### config.mk
export PLATFORM = sky130hd
export DESIGN_NAME = sbc_interp
export DESIGN_NICKNAME = d
export VERILOG_FILES = /design/src/spectrum_bin_calibration_macros.svh /design/src/sbc_pkg.sv /design/src/sbc_interp.sv
export SDC_FILE = /design/constraint.sdc
export NUM_CORES = 2
export LEC_CHECK = 0
export BUFFER_PORTS_ARGS = -buffer_cell sky130_fd_sc_hd__buf_2
export CAP_MARGIN = 0
export CORE_MARGIN = 3
export CORE_UTILIZATION = 60
export DETAILED_ROUTE_END_ITERATION = 16
export GPL_TIMING_DRIVEN = 0
export PLACE_DENSITY = 0.8
export SLEW_MARGIN = 40
export SYNTH_ARGS = -nofsm -noshare
export SYNTH_HDL_FRONTEND = slang
export SYNTH_SLANG_ARGS = --single-unit
### constraint.sdc
create_clock -name clk -period 10.6 [get_ports clk]
set_clock_uncertainty 0.15 [all_clocks]
set_input_delay 2.12 -clock clk [delete_from_list [all_inputs] [get_ports clk]]
set_output_delay 2.12 -clock clk [all_outputs]
set_load 0.005 [all_outputs]
### src/spectrum_bin_calibration_macros.svh
// ----------------------------------------------------------------------------
// spectrum_bin_calibration assertion macros
// Shared assertion forms, clocked on clk and held off during rst.
// ----------------------------------------------------------------------------
`ifndef SPECTRUM_BIN_CALIBRATION_MACROS_SVH
`define SPECTRUM_BIN_CALIBRATION_MACROS_SVH

// Same-cycle implication
`define SBC_ASSERT_IMP(lbl, ante, cons, msg) \
  lbl: assert property (@(posedge clk) disable iff (rst) (ante) |-> (cons)) \
    else $error(msg);

// Next-cycle implication
`define SBC_ASSERT_NXT(lbl, ante, cons, msg) \
  lbl: assert property (@(posedge clk) disable iff (rst) (ante) |=> (cons)) \
    else $error(msg);

`endif

### src/sbc_pkg.sv
// ----------------------------------------------------------------------------
// sbc_pkg
// Types, constants and calibration tables of the spectrum bin calibration.
// ----------------------------------------------------------------------------
package sbc_pkg;

  localparam int FFT_SIZE    = 4096;
  localparam int MAX_FREQ_HZ = 400;

  // Cutoff frequency in Q20.8 Hz
  localparam logic [27:0] CUTOFF_Q8 = 28'(MAX_FREQ_HZ * 256);

  // 2 * 1e4 (factor units) * 256 (Q8.8 sensitivity), shifted by 16 later
  localparam logic [22:0] SENS_SCALE = 23'd5120000;

  localparam int CAL_LEN = 21;
  localparam int X_W     = 12;
  localparam int K_W     = 10;
  localparam int F10_W   = 21;
  localparam int D_W     = 19;
  localparam int P_W     = K_W + D_W;

  localparam int DIV_NUM_W = 56;
  localparam int DIV_DEN_W = 27;
  localparam int DIV_QUO_W = 32;
  localparam int DIV_HI_W  = DIV_NUM_W - DIV_QUO_W;

  // Channel codes
  localparam logic [2:0] CH_A = 3'd0;
  localparam logic [2:0] CH_B = 3'd1;
  localparam logic [2:0] CH_D = 3'd2;
  localparam logic [2:0] CH_E = 3'd3;
  localparam logic [2:0] CH_F = 3'd4;

  // Register indexes
  typedef enum logic [2:0] {
    REG_ENABLE,
    REG_THRESH,
    REG_BIN_WIDTH,
    REG_SENS_A,
    REG_SENS_B,
    REG_SENS_D,
    REG_SENS_E,
    REG_SENS_F
  } reg_idx_t;

  typedef struct packed {
    logic              enable;
    logic [23:0]       thresh;
    logic [15:0]       bin_width;
    logic [4:0][15:0]  sens;
  } cfg_t;

  typedef struct packed {
    logic [2:0]         channel;
    logic [11:0]        bin;
    logic signed [23:0] re;
    logic signed [23:0] im;
    logic               scale;
    logic               cut;
  } ctx_t;

  typedef struct packed {
    logic [2:0]         channel;
    logic [11:0]        bin;
    logic signed [31:0] re;
    logic signed [31:0] im;
    logic               supp;
  } res_t;

  // Breakpoints in tenths of Hz; unused entries are zero
  localparam logic [X_W-1:0] CAL_X [5][CAL_LEN] = '{
    '{12'd0, 12'd50, 12'd63, 12'd80, 12'd100, 12'd125, 12'd160, 12'd200, 12'd250,
      12'd310, 12'd400, 12'd500, 12'd630, 12'd800, 12'd1000, 12'd1250, 12'd1600,
      12'd2000, 12'd2500, 12'd3150, 12'd4000},
    '{12'd0, 12'd50, 12'd63, 12'd80, 12'd100, 12'd125, 12'd160, 12'd200, 12'd250,
      12'd310, 12'd400, 12'd500, 12'd630, 12'd800, 12'd1000, 12'd1250, 12'd1600,
      12'd2000, 12'd2500, 12'd3150, 12'd4000},
    '{12'd0, 12'd100, 12'd125, 12'd160, 12'd200, 12'd250, 12'd310, 12'd400, 12'd500,
      12'd630, 12'd800, 12'd1000, 12'd1250, 12'd1600, 12'd3150, 12'd4000,
      12'd0, 12'd0, 12'd0, 12'd0, 12'd0},
    '{12'd0, 12'd100, 12'd125, 12'd160, 12'd200, 12'd250, 12'd310, 12'd400, 12'd500,
      12'd630, 12'd800, 12'd1000, 12'd1250, 12'd1600, 12'd2000, 12'd2500, 12'd3150,
      12'd4000, 12'd0, 12'd0, 12'd0},
    '{12'd0, 12'd160, 12'd200, 12'd250, 12'd310, 12'd400, 12'd500, 12'd630, 12'd800,
      12'd1000, 12'd1250, 12'd1600, 12'd2000, 12'd2500, 12'd3150, 12'd4000,
      12'd0, 12'd0, 12'd0, 12'd0, 12'd0}
  };

  // Calibration factors in units of 1e-4
  localparam logic [K_W-1:0] CAL_K [5][CAL_LEN] = '{
    '{10'd333, 10'd333, 10'd328, 10'd330, 10'd329, 10'd327, 10'd328, 10'd327, 10'd329,
      10'd331, 10'd335, 10'd340, 10'd340, 10'd352, 10'd367, 10'd392, 10'd435,
      10'd458, 10'd481, 10'd427, 10'd431},
    '{10'd520, 10'd520, 10'd513, 10'd514, 10'd517, 10'd519, 10'd517, 10'd520, 10'd522,
      10'd523, 10'd525, 10'd527, 10'd535, 10'd545, 10'd552, 10'd567, 10'd588,
      10'd605, 10'd626, 10'd492, 10'd331},
    '{10'd231, 10'd231, 10'd211, 10'd217, 10'd225, 10'd214, 10'd214, 10'd223, 10'd228,
      10'd179, 10'd183, 10'd181, 10'd171, 10'd189, 10'd137, 10'd149,
      10'd0, 10'd0, 10'd0, 10'd0, 10'd0},
    '{10'd199, 10'd199, 10'd218, 10'd222, 10'd219, 10'd219, 10'd212, 10'd212, 10'd224,
      10'd217, 10'd189, 10'd200, 10'd202, 10'd225, 10'd190, 10'd221, 10'd288,
      10'd333, 10'd0, 10'd0, 10'd0},
    '{10'd220, 10'd220, 10'd221, 10'd208, 10'd210, 10'd212, 10'd211, 10'd213, 10'd218,
      10'd159, 10'd173, 10'd168, 10'd170, 10'd170, 10'd117, 10'd102,
      10'd0, 10'd0, 10'd0, 10'd0, 10'd0}
  };

  // Number of used breakpoints per channel
  localparam logic [4:0] CAL_N [5] = '{5'd21, 5'd21, 5'd16, 5'd18, 5'd16};

endpackage

### src/sbc_interp.sv
// ----------------------------------------------------------------------------
// sbc_interp
// Bin frequency, cutoff decision, table segment search and the
// interpolation products; emits the dividend and divisor of the factor.
// ----------------------------------------------------------------------------
module sbc_interp (
  input  logic                          clk,
  input  logic                          rst,
  input  logic                          en,
  input  sbc_pkg::cfg_t                 cfg,
  input  logic                          in_valid,
  input  sbc_pkg::ctx_t                 in_ctx,
  output logic                          out_valid,
  output logic [sbc_pkg::DIV_NUM_W-1:0] out_num,
  output logic [sbc_pkg::DIV_DEN_W-1:0] out_den,
  output sbc_pkg::ctx_t                 out_ctx
);
  import sbc_pkg::*;

  logic v1, v2, v3, v4, v5;
  ctx_t c1, c2, c3, c4, c5;
  ctx_t c2_next;

  logic [27:0]      f;
  logic             on, in_band;
  logic [16:0]      f2;
  logic [F10_W-1:0] f10, f10_3;
  logic [2:0]       ci3, ci4;
  logic [4:0]       j, j3;
  logic             found, found3;
  logic [X_W-1:0]   x0, x1, dx, dx4, dx5;
  logic [D_W-1:0]   d, s, sd4, d4;
  logic [K_W-1:0]   k0_4, k1_4;
  logic [P_W-1:0]   p0, p1;
  logic [P_W:0]     m_sum;

  // Advance the valid bits
  always_ff @(posedge clk) begin
    if (rst) begin
      v1 <= 1'b0;
      v2 <= 1'b0;
      v3 <= 1'b0;
      v4 <= 1'b0;
      v5 <= 1'b0;
    end else if (en) begin
      v1 <= in_valid;
      v2 <= v1;
      v3 <= v2;
      v4 <= v3;
      v5 <= v4;
    end
  end

  // Bin frequency in Q20.8 Hz and cutoff decision
  always_comb begin
    f       = 28'(c1.bin) * 28'(cfg.bin_width);
    in_band = (f <= CUTOFF_Q8) && (int'(c1.bin) < FFT_SIZE);
    on      = cfg.enable && (c1.bin != 12'd0) && (c1.channel <= CH_F);
  end

  // Tag the bin for scaling or cutoff
  always_comb begin
    c2_next       = c1;
    c2_next.scale = on && in_band;
    c2_next.cut   = on && !in_band && ((c1.channel == CH_A) || (c1.channel == CH_B));
  end

  // Search the segment holding the frequency
  always_comb begin
    f10   = F10_W'({f2, 3'b000}) + F10_W'({f2, 1'b0});
    ci3   = (c2.channel <= CH_F) ? c2.channel : CH_A;
    j     = 5'd0;
    found = 1'b0;
    for (int m = 0; m < CAL_LEN - 1; m++) begin
      if (((5'(m) + 5'd1) < CAL_N[ci3]) &&
          (f10 >= F10_W'({CAL_X[ci3][m], 8'b0})) &&
          (f10 < F10_W'({CAL_X[ci3][m + 1], 8'b0}))) begin
        j     = 5'(m);
        found = 1'b1;
      end
    end
  end

  // Offset into the segment and segment span
  always_comb begin
    ci4 = (c3.channel <= CH_F) ? c3.channel : CH_A;
    x0  = CAL_X[ci4][j3];
    x1  = CAL_X[ci4][5'(j3 + 5'd1)];
    dx  = x1 - x0;
    s   = D_W'({dx, 8'b0});
    d   = found3 ? D_W'(f10_3 - F10_W'({x0, 8'b0})) : '0;
  end

  always_ff @(posedge clk) begin
    if (en) begin
      c1 <= in_ctx;

      c2 <= c2_next;
      f2 <= f[16:0];

      c3     <= c2;
      f10_3  <= f10;
      j3     <= j;
      found3 <= found;

      c4   <= c3;
      sd4  <= s - d;
      d4   <= d;
      dx4  <= dx;
      k0_4 <= CAL_K[ci4][j3];
      k1_4 <= CAL_K[ci4][5'(j3 + 5'd1)];

      c5  <= c4;
      dx5 <= dx4;
      p0  <= P_W'(k0_4) * P_W'(sd4);
      p1  <= P_W'(k1_4) * P_W'(d4);
    end
  end

  // Dividend is the weighted sum scaled by 256, divisor the span in tenths of Hz
  assign m_sum     = {1'b0, p0} + {1'b0, p1};
  assign out_valid = v5;
  assign out_num   = DIV_NUM_W'({m_sum, 8'b0});
  assign out_den   = DIV_DEN_W'(dx5);
  assign out_ctx   = c5;

endmodule

After elaboration in Yosys (flattened, before gate mapping)
Memory sizes are Yosys's and may differ from the RTL's.
Index checks and enable logic that the tools add are counted.
{ "word_totals": {"reg_bits": 510, "rom_bits": 5752, "in_bits": 190, "elab_cells": 227, "mem_count": 4} }
{ "op_classes": {"n_addsub": 6, "multipliers": 3, "n_lt_le_gt_ge": 68, "n_eq_ne": 1, "muxes": 42, "n_bitwise": 4, "reduce_logical": 52} }
{ "memory_table": {"columns": ["name", "depth", "width", "rd", "rd_clocked_by_memory_dff", "write_ports", "line", "rtl"], "rows": [
  ["(name not given)", 8, 252, 1, 0, 0, "sbc_interp.sv:88", "x1 = CAL_X[ci4][5'(j3 + 5'd1)];"],
  ["(name not given)", 8, 252, 1, 0, 0, "sbc_interp.sv:77", "(f10 < F10_W'({CAL_X[ci3][m + 1], 8'b0}))) begin"],
  ["(name not given)", 8, 210, 1, 0, 0, "sbc_interp.sv:111", "k1_4 <= CAL_K[ci4][5'(j3 + 5'd1)];"],
  ["(name not given)", 8, 5, 1, 0, 0, "sbc_interp.sv:75", "if (((5'(m) + 5'd1) < CAL_N[ci3]) &&"]
]} }
{ "ops": {"columns": ["op", "n"], "rows": [
  ["$mux 252", 4],
  ["$ge 21x20->1", 20],
  ["$lt 21x20->1", 20],
  ["$mux 210", 2],
  ["$bmux 12 s5", 2],
  ["$bmux 10 s5", 2],
  ["$mux 5", 16],
  ["$mul 10x19->29", 2],
  ["$mux 12", 4],
  ["$logic_and 1x1->1", 45],
  ["$lt 4x5->1 const A", 8],
  ["$mux 10", 4],
  ["$sub 19x19->19", 2],
  ["$add 29x29->30", 1],
  ["$le 28x17->1 const B", 1],
  ["$mul 12x16->28", 1],
  ["$lt 5x5->1 const A", 5],
  ["$add 20x18->21", 1],
  ["$lt 3x5->1 const A", 4],
  ["$mux 19", 1],
  ["$reduce_or 19->1", 1],
  ["$ge 6x6->1 const B", 2],
  ["$not 5->6", 2],
  ["$reduce_bool 12->1", 1],
  ["16 further kinds", 25]
]} }

Depth between registers and ports, before layout
{ "depth": {"word_depth": 27, "ltp_mapped": 29, "depth_no_buf": 26} }

Worst setup path before layout
Ideal clock, no wire load.
{ "synth_path": {"path_kind": "in2reg", "startpoint": "input cfg[86] in the netlist's numbering", "endpoint": "register c2[1] in the netlist's numbering, data pin", "setup_ns": 0.256, "t_arrival_ns": 7.186, "required_time_ns": 10.194, "slack_ns": 3.009, "stages": 22, "path_buffers": 1, "path_cell_list": "clkbuf_1 -> nand2_1 -> fa_1 -> inv_1 -> fa_1 -> fa_1 -> fa_1 -> inv_1 -> fa_1 -> inv_1 -> ha_1 -> a21o_1 -> a21oi_1 -> nand2_1 -> nor3_1 -> o31a_1 -> o21ai_0 -> a21o_1 -> a21oi_1 -> xnor2_1 -> nor3_1 -> and4_1"} }
{ "synth_lines": {"columns": ["element", "line", "rtl"], "rows": [
  ["start, declared", "sbc_interp.sv:10", "input sbc_pkg::cfg_t cfg,"],
  ["end signal, assigned", "sbc_interp.sv:98", "c2 <= c2_next;"],
  ["end, declared", "sbc_interp.sv:21", "ctx_t c1, c2, c3, c4, c5;"]
]} }

Final worst setup path
{ "layout_path": {"startpoint": "register c3[62] in the netlist's numbering", "endpoint": "register sd4[18], data pin"} }
{ "layout_via": {"elab_chain_cells": 12, "word_cells_on_any_way": 16} }
{ "layout_rtl": {"columns": ["element", "line", "rtl"], "rows": [
  ["start, declared", "sbc_interp.sv:21", null],
  ["start signal, assigned", "sbc_interp.sv:101", "c3 <= c2;"],
  ["$le 3x3->1", "sbc_interp.sv:86", "ci4 = (c3.channel <= CH_F) ? c3.channel : CH_A;"],
  ["$mux 3 (*)", "sbc_interp.sv:86", null],
  ["$not 3->4 (not written as such) (*)", "sbc_interp.sv:87, sbc_interp.sv:88", null],
  ["$mem_v2 8x252 (*)", null, null],
  ["$mux 252 (not written as such) (*) (2 in a row)", "sbc_interp.sv:88", null],
  ["$bmux 12 s5", "sbc_interp.sv:87", "x0 = CAL_X[ci4][j3];"],
  ["$mux 12 (not written as such) (2 in a row)", "sbc_interp.sv:87", null],
  ["$sub 19x19->19", "sbc_interp.sv:91", "d = found3 ? D_W'(f10_3 - F10_W'({x0, 8'b0})) : '0;"],
  ["$mux 19", "sbc_interp.sv:91", null],
  ["$sub 19x19->19 (*)", "sbc_interp.sv:107", "sd4 <= s - d;"],
  ["end signal, assigned", "sbc_interp.sv:107", null],
  ["end, declared", "sbc_interp.sv:32", "logic [D_W-1:0] d, s, sd4, d4;"]
]} }
Every way passes the cells marked *; elsewhere a longest branch is shown, timed or not. The select of a mux whose other input is x is not followed.
A chain may end at the register's enable or synchronous reset.

==> results.toml <==
[outcome]
run_status = "finished clean"

[cts]
clockRootBuffer = "sky130_fd_sc_hd__clkbuf_16"
tritoncts = "done"
max-clock-path-buffers = 3
cts_hold_repair.buffers = 0
cts.sink_count = 504
cts-buffers-inserted = 52
path_clk_slew_ns = 0.06
worstSkewPairLatency_ns = 0.61
htree_num_levels = 2
ctsResizeCount = 0
cts_post_setup_buffers_inserted = 0

[synth]
synth_cell_types = 109
synthArstFlopShare_pct = 0
netlist.top_cell.by_area = "sky130_fd_sc_hd__edfxtp_1"
synth.yosys.warnings = 0
post_synth.cell_area_avg_sq_um = 10.3
ys_seq_elements = 504
netlist_area_sq_mm = 0.0434
yosysSeqAreaShare_pct = 34.8
synthesized_instance_count = 4222
yosys-top-cells-area = "sky130_fd_sc_hd__edfxtp_1 (35%), sky130_fd_sc_hd__fa_1 (18%), sky130_fd_sc_hd__ha_1 (10%), sky130_fd_sc_hd__nand2_1 (4.5%), sky130_fd_sc_hd__inv_1 (4.0%)"
synth-main-ff-cell = "sky130_fd_sc_hd__edfxtp_1"
synth_top_area_share_pct = 34.5
number_of_enable_flip_flop_cells_after_synthesis = 499

[floorplanning]
core_area_sq_mm = 0.0709
ios = 339
std_cell_rows = 97
die_height_microns = 275
initial_utilization_pct = 61.2
floorplan.die.width_microns = 275
floorplan.die_area_sq_mm = 0.0756

[cells_and_area]
layout.nets = 5464
final_cell_mix = "sky130_fd_sc_hd__nand2_1 (526), sky130_fd_sc_hd__edfxtp_1 (499), sky130_fd_sc_hd__inv_1 (459), sky130_fd_sc_hd__fa_1 (396), sky130_fd_sc_hd__ha_1 (363)"
area_growth_pct = 10.2
leading_cell_type_in_the_layout_fill_and_taps_excluded = "sky130_fd_sc_hd__nand2_1"
final_layout_size_suffix_gt1_share_pct = 8.82

[hold_path]
hold_path.class = "flop to flop"

[grt]
grt_remaining_overflow = 0
number_of_global_route_vias_before_repair = 33700
grt_first_pass_wirelength_microns = 193000
grtUsageTotal_pct = 33.2
antenna_found_initial = 2
pin_count_of_the_biggest_net_entering_global_routing = 85

[timing]
relSlewSlack_pct = 28.7
unrepaired_setup_endpoints_after_global_routing = "false"
final-hold-violation-count = 0
achievable_frequency_mhz = 123
finalCritPeriodShare_pct = 76.5
timing_worst_slew_pin_value_ns = 1.04
setup_violations = 0
timing_max_transition_violations_final = 0
fin_crit_ns = 8.11
hold-worst-slack_ns = 0.250

[detailed_routing]
dr.first_iter.drc_count = 3702
route.detailed.drc = 0
route.detailed.wl_per_inst_microns = 22.8
route.final.wire_length_microns = 125000
detailedRoute.firstPassIterationCount = 9
antenna_violating_nets_left = 0
via_per_inst = 6.09
dr_total_vias = 33500

[critical_path]
critPathTopFamily = "compound AO/OA/AOI/OAI gates"
critical_path.slowest_cell = "sky130_fd_sc_hd__clkbuf_1"
timing.setup.critical_path_class = "flop to flop"
critPathLaunchType = "flop"
worst_path_largest_cell_delay_ns = 0.64
timing.critical_path.mode_cell = "sky130_fd_sc_hd__o21ai_0"
timing.critical_path.buf_inv = 6
critical_path.max_fanout = 11
critPathArrivalTime_ns = 8.34
critical_path.endpoint_type = "flop"
cp.required_ns = 10.82

[placed_design]
io_buffers = 190
dp_hpwl_microns = 95500
place.gp.congestion = 1.05

[run]
max-cap-violations = 0
final cells by class:
type                            count  area (sq um)
Antenna cell                        1          2.50
Timing Repair Buffer              198          1140
Buffer                            249          1150
Clock buffer                       59          1330
Multi-Input combinational cell   3046         25700
Tap cell                          940          1180
Sequential cell                   504         15100
Clock inverter                     39           547
Fill cell                        5356         23100
Inverter                          464          1740
worst register-to-register path: cells and delay by family, from the launching register on:
family,cells,cell delay (ns)
compound gates,12,2.59
buf+inv,6,2.44
fa+ha+maj,3,0.96
simple gates,6,0.92
flops,1,0.44
xor+xnor,2,0.34
sequential cells by signal, indices dropped and copies added, names as in the netlist, 12 cells and up:
name / cells
sd4: 17
dx5: 12
c4: 65
p1: 28
dx4: 12
d4: 18
p0: 28
c3: 65
f2: 17
out_ctx: 65
c2: 65
f10_3: 18
c1: 63
synth_stat cells (15+ instances only):
cell type / n
sky130_fd_sc_hd__a311oi_1: 17
sky130_fd_sc_hd__nand4_1: 21
sky130_fd_sc_hd__o21ai_0: 188
sky130_fd_sc_hd__xnor2_1: 92
sky130_fd_sc_hd__nand2b_1: 45
sky130_fd_sc_hd__inv_1: 459
sky130_fd_sc_hd__nor2b_1: 41
sky130_fd_sc_hd__a31oi_1: 32
sky130_fd_sc_hd__o211ai_1: 24
sky130_fd_sc_hd__buf_1: 17
sky130_fd_sc_hd__nor3_1: 57
sky130_fd_sc_hd__nor4_1: 24
sky130_fd_sc_hd__clkbuf_1: 183
sky130_fd_sc_hd__ha_1: 363
sky130_fd_sc_hd__a21o_1: 63
sky130_fd_sc_hd__a21oi_1: 208
sky130_fd_sc_hd__o22ai_1: 19
sky130_fd_sc_hd__fa_1: 396
sky130_fd_sc_hd__o31ai_1: 19
sky130_fd_sc_hd__nor2_1: 201
sky130_fd_sc_hd__or3_1: 17
sky130_fd_sc_hd__o21bai_1: 26
sky130_fd_sc_hd__a211oi_1: 24
sky130_fd_sc_hd__buf_4: 43
sky130_fd_sc_hd__xor2_1: 38
sky130_fd_sc_hd__nand2_1: 526
sky130_fd_sc_hd__and2_1: 230
sky130_fd_sc_hd__and3_1: 15
sky130_fd_sc_hd__nand3_1: 55
sky130_fd_sc_hd__o21a_1: 30
sky130_fd_sc_hd__edfxtp_1: 499
path summary, 6_finish.rpt:
path	from	to	slack, ns	depth (start not counted)
worst min-delay path	c2[54]$_DFFE_PP_	c3[54]$_DFFE_PP_	0.25	0
worst max register to register	c3[62]$_DFFE_PP_	sd4[18]$_DFFE_PP_	2.49	29
worst min register to register	c2[54]$_DFFE_PP_	c3[54]$_DFFE_PP_	0.25	0
worst max-delay path	c3[62]$_DFFE_PP_	sd4[18]$_DFFE_PP_	2.49	29
metal layers:
layer	up-vias	GRT usage [%]	routed length (microns)
met1	16300	45.6	50300
met3	338	6.72	12300
li1	15000	-	-
met2	1830	53.0	57700
met4	0	11.6	4910
met5	-	0	0
kinds of logic (layout without fill, tap and decap cells):
kind of cell / after synthesis / in the layout / synth area share [%]
AO/OA/AOI/OAI: 812 / 812 / 12.5
other: 1 / 43 / 0.00864
multiplexers: 15 / 15 / 0.360
adder cells (fa/ha/maj): 759 / 759 / 28.7
XOR/XNOR: 133 / 133 / 2.75
flip-flops: 504 / 504 / 34.8
buffers and inverters: 713 / 1009 / 6.64
AND/OR/NAND/NOR: 1285 / 1285 / 14.3
stage by stage:
step                      util (%)  TNS, ns  setup WS [ns]  area, sq um  instances
after floorplan                  -        0           3.01        43600       4263
after global placement        64.5    -1.29        -0.0273        45700       5393
after detailed placement      64.8        0           2.11        45900       5401
after CTS                     67.5        0           2.70        47800       5499
after global routing          67.5        0           2.25        47800       5499
final                         67.5        0           2.49        47800       5500
Power is not shown: default switching activity piles up to over one toggle a cycle in this logic, so the estimate is an artifact.
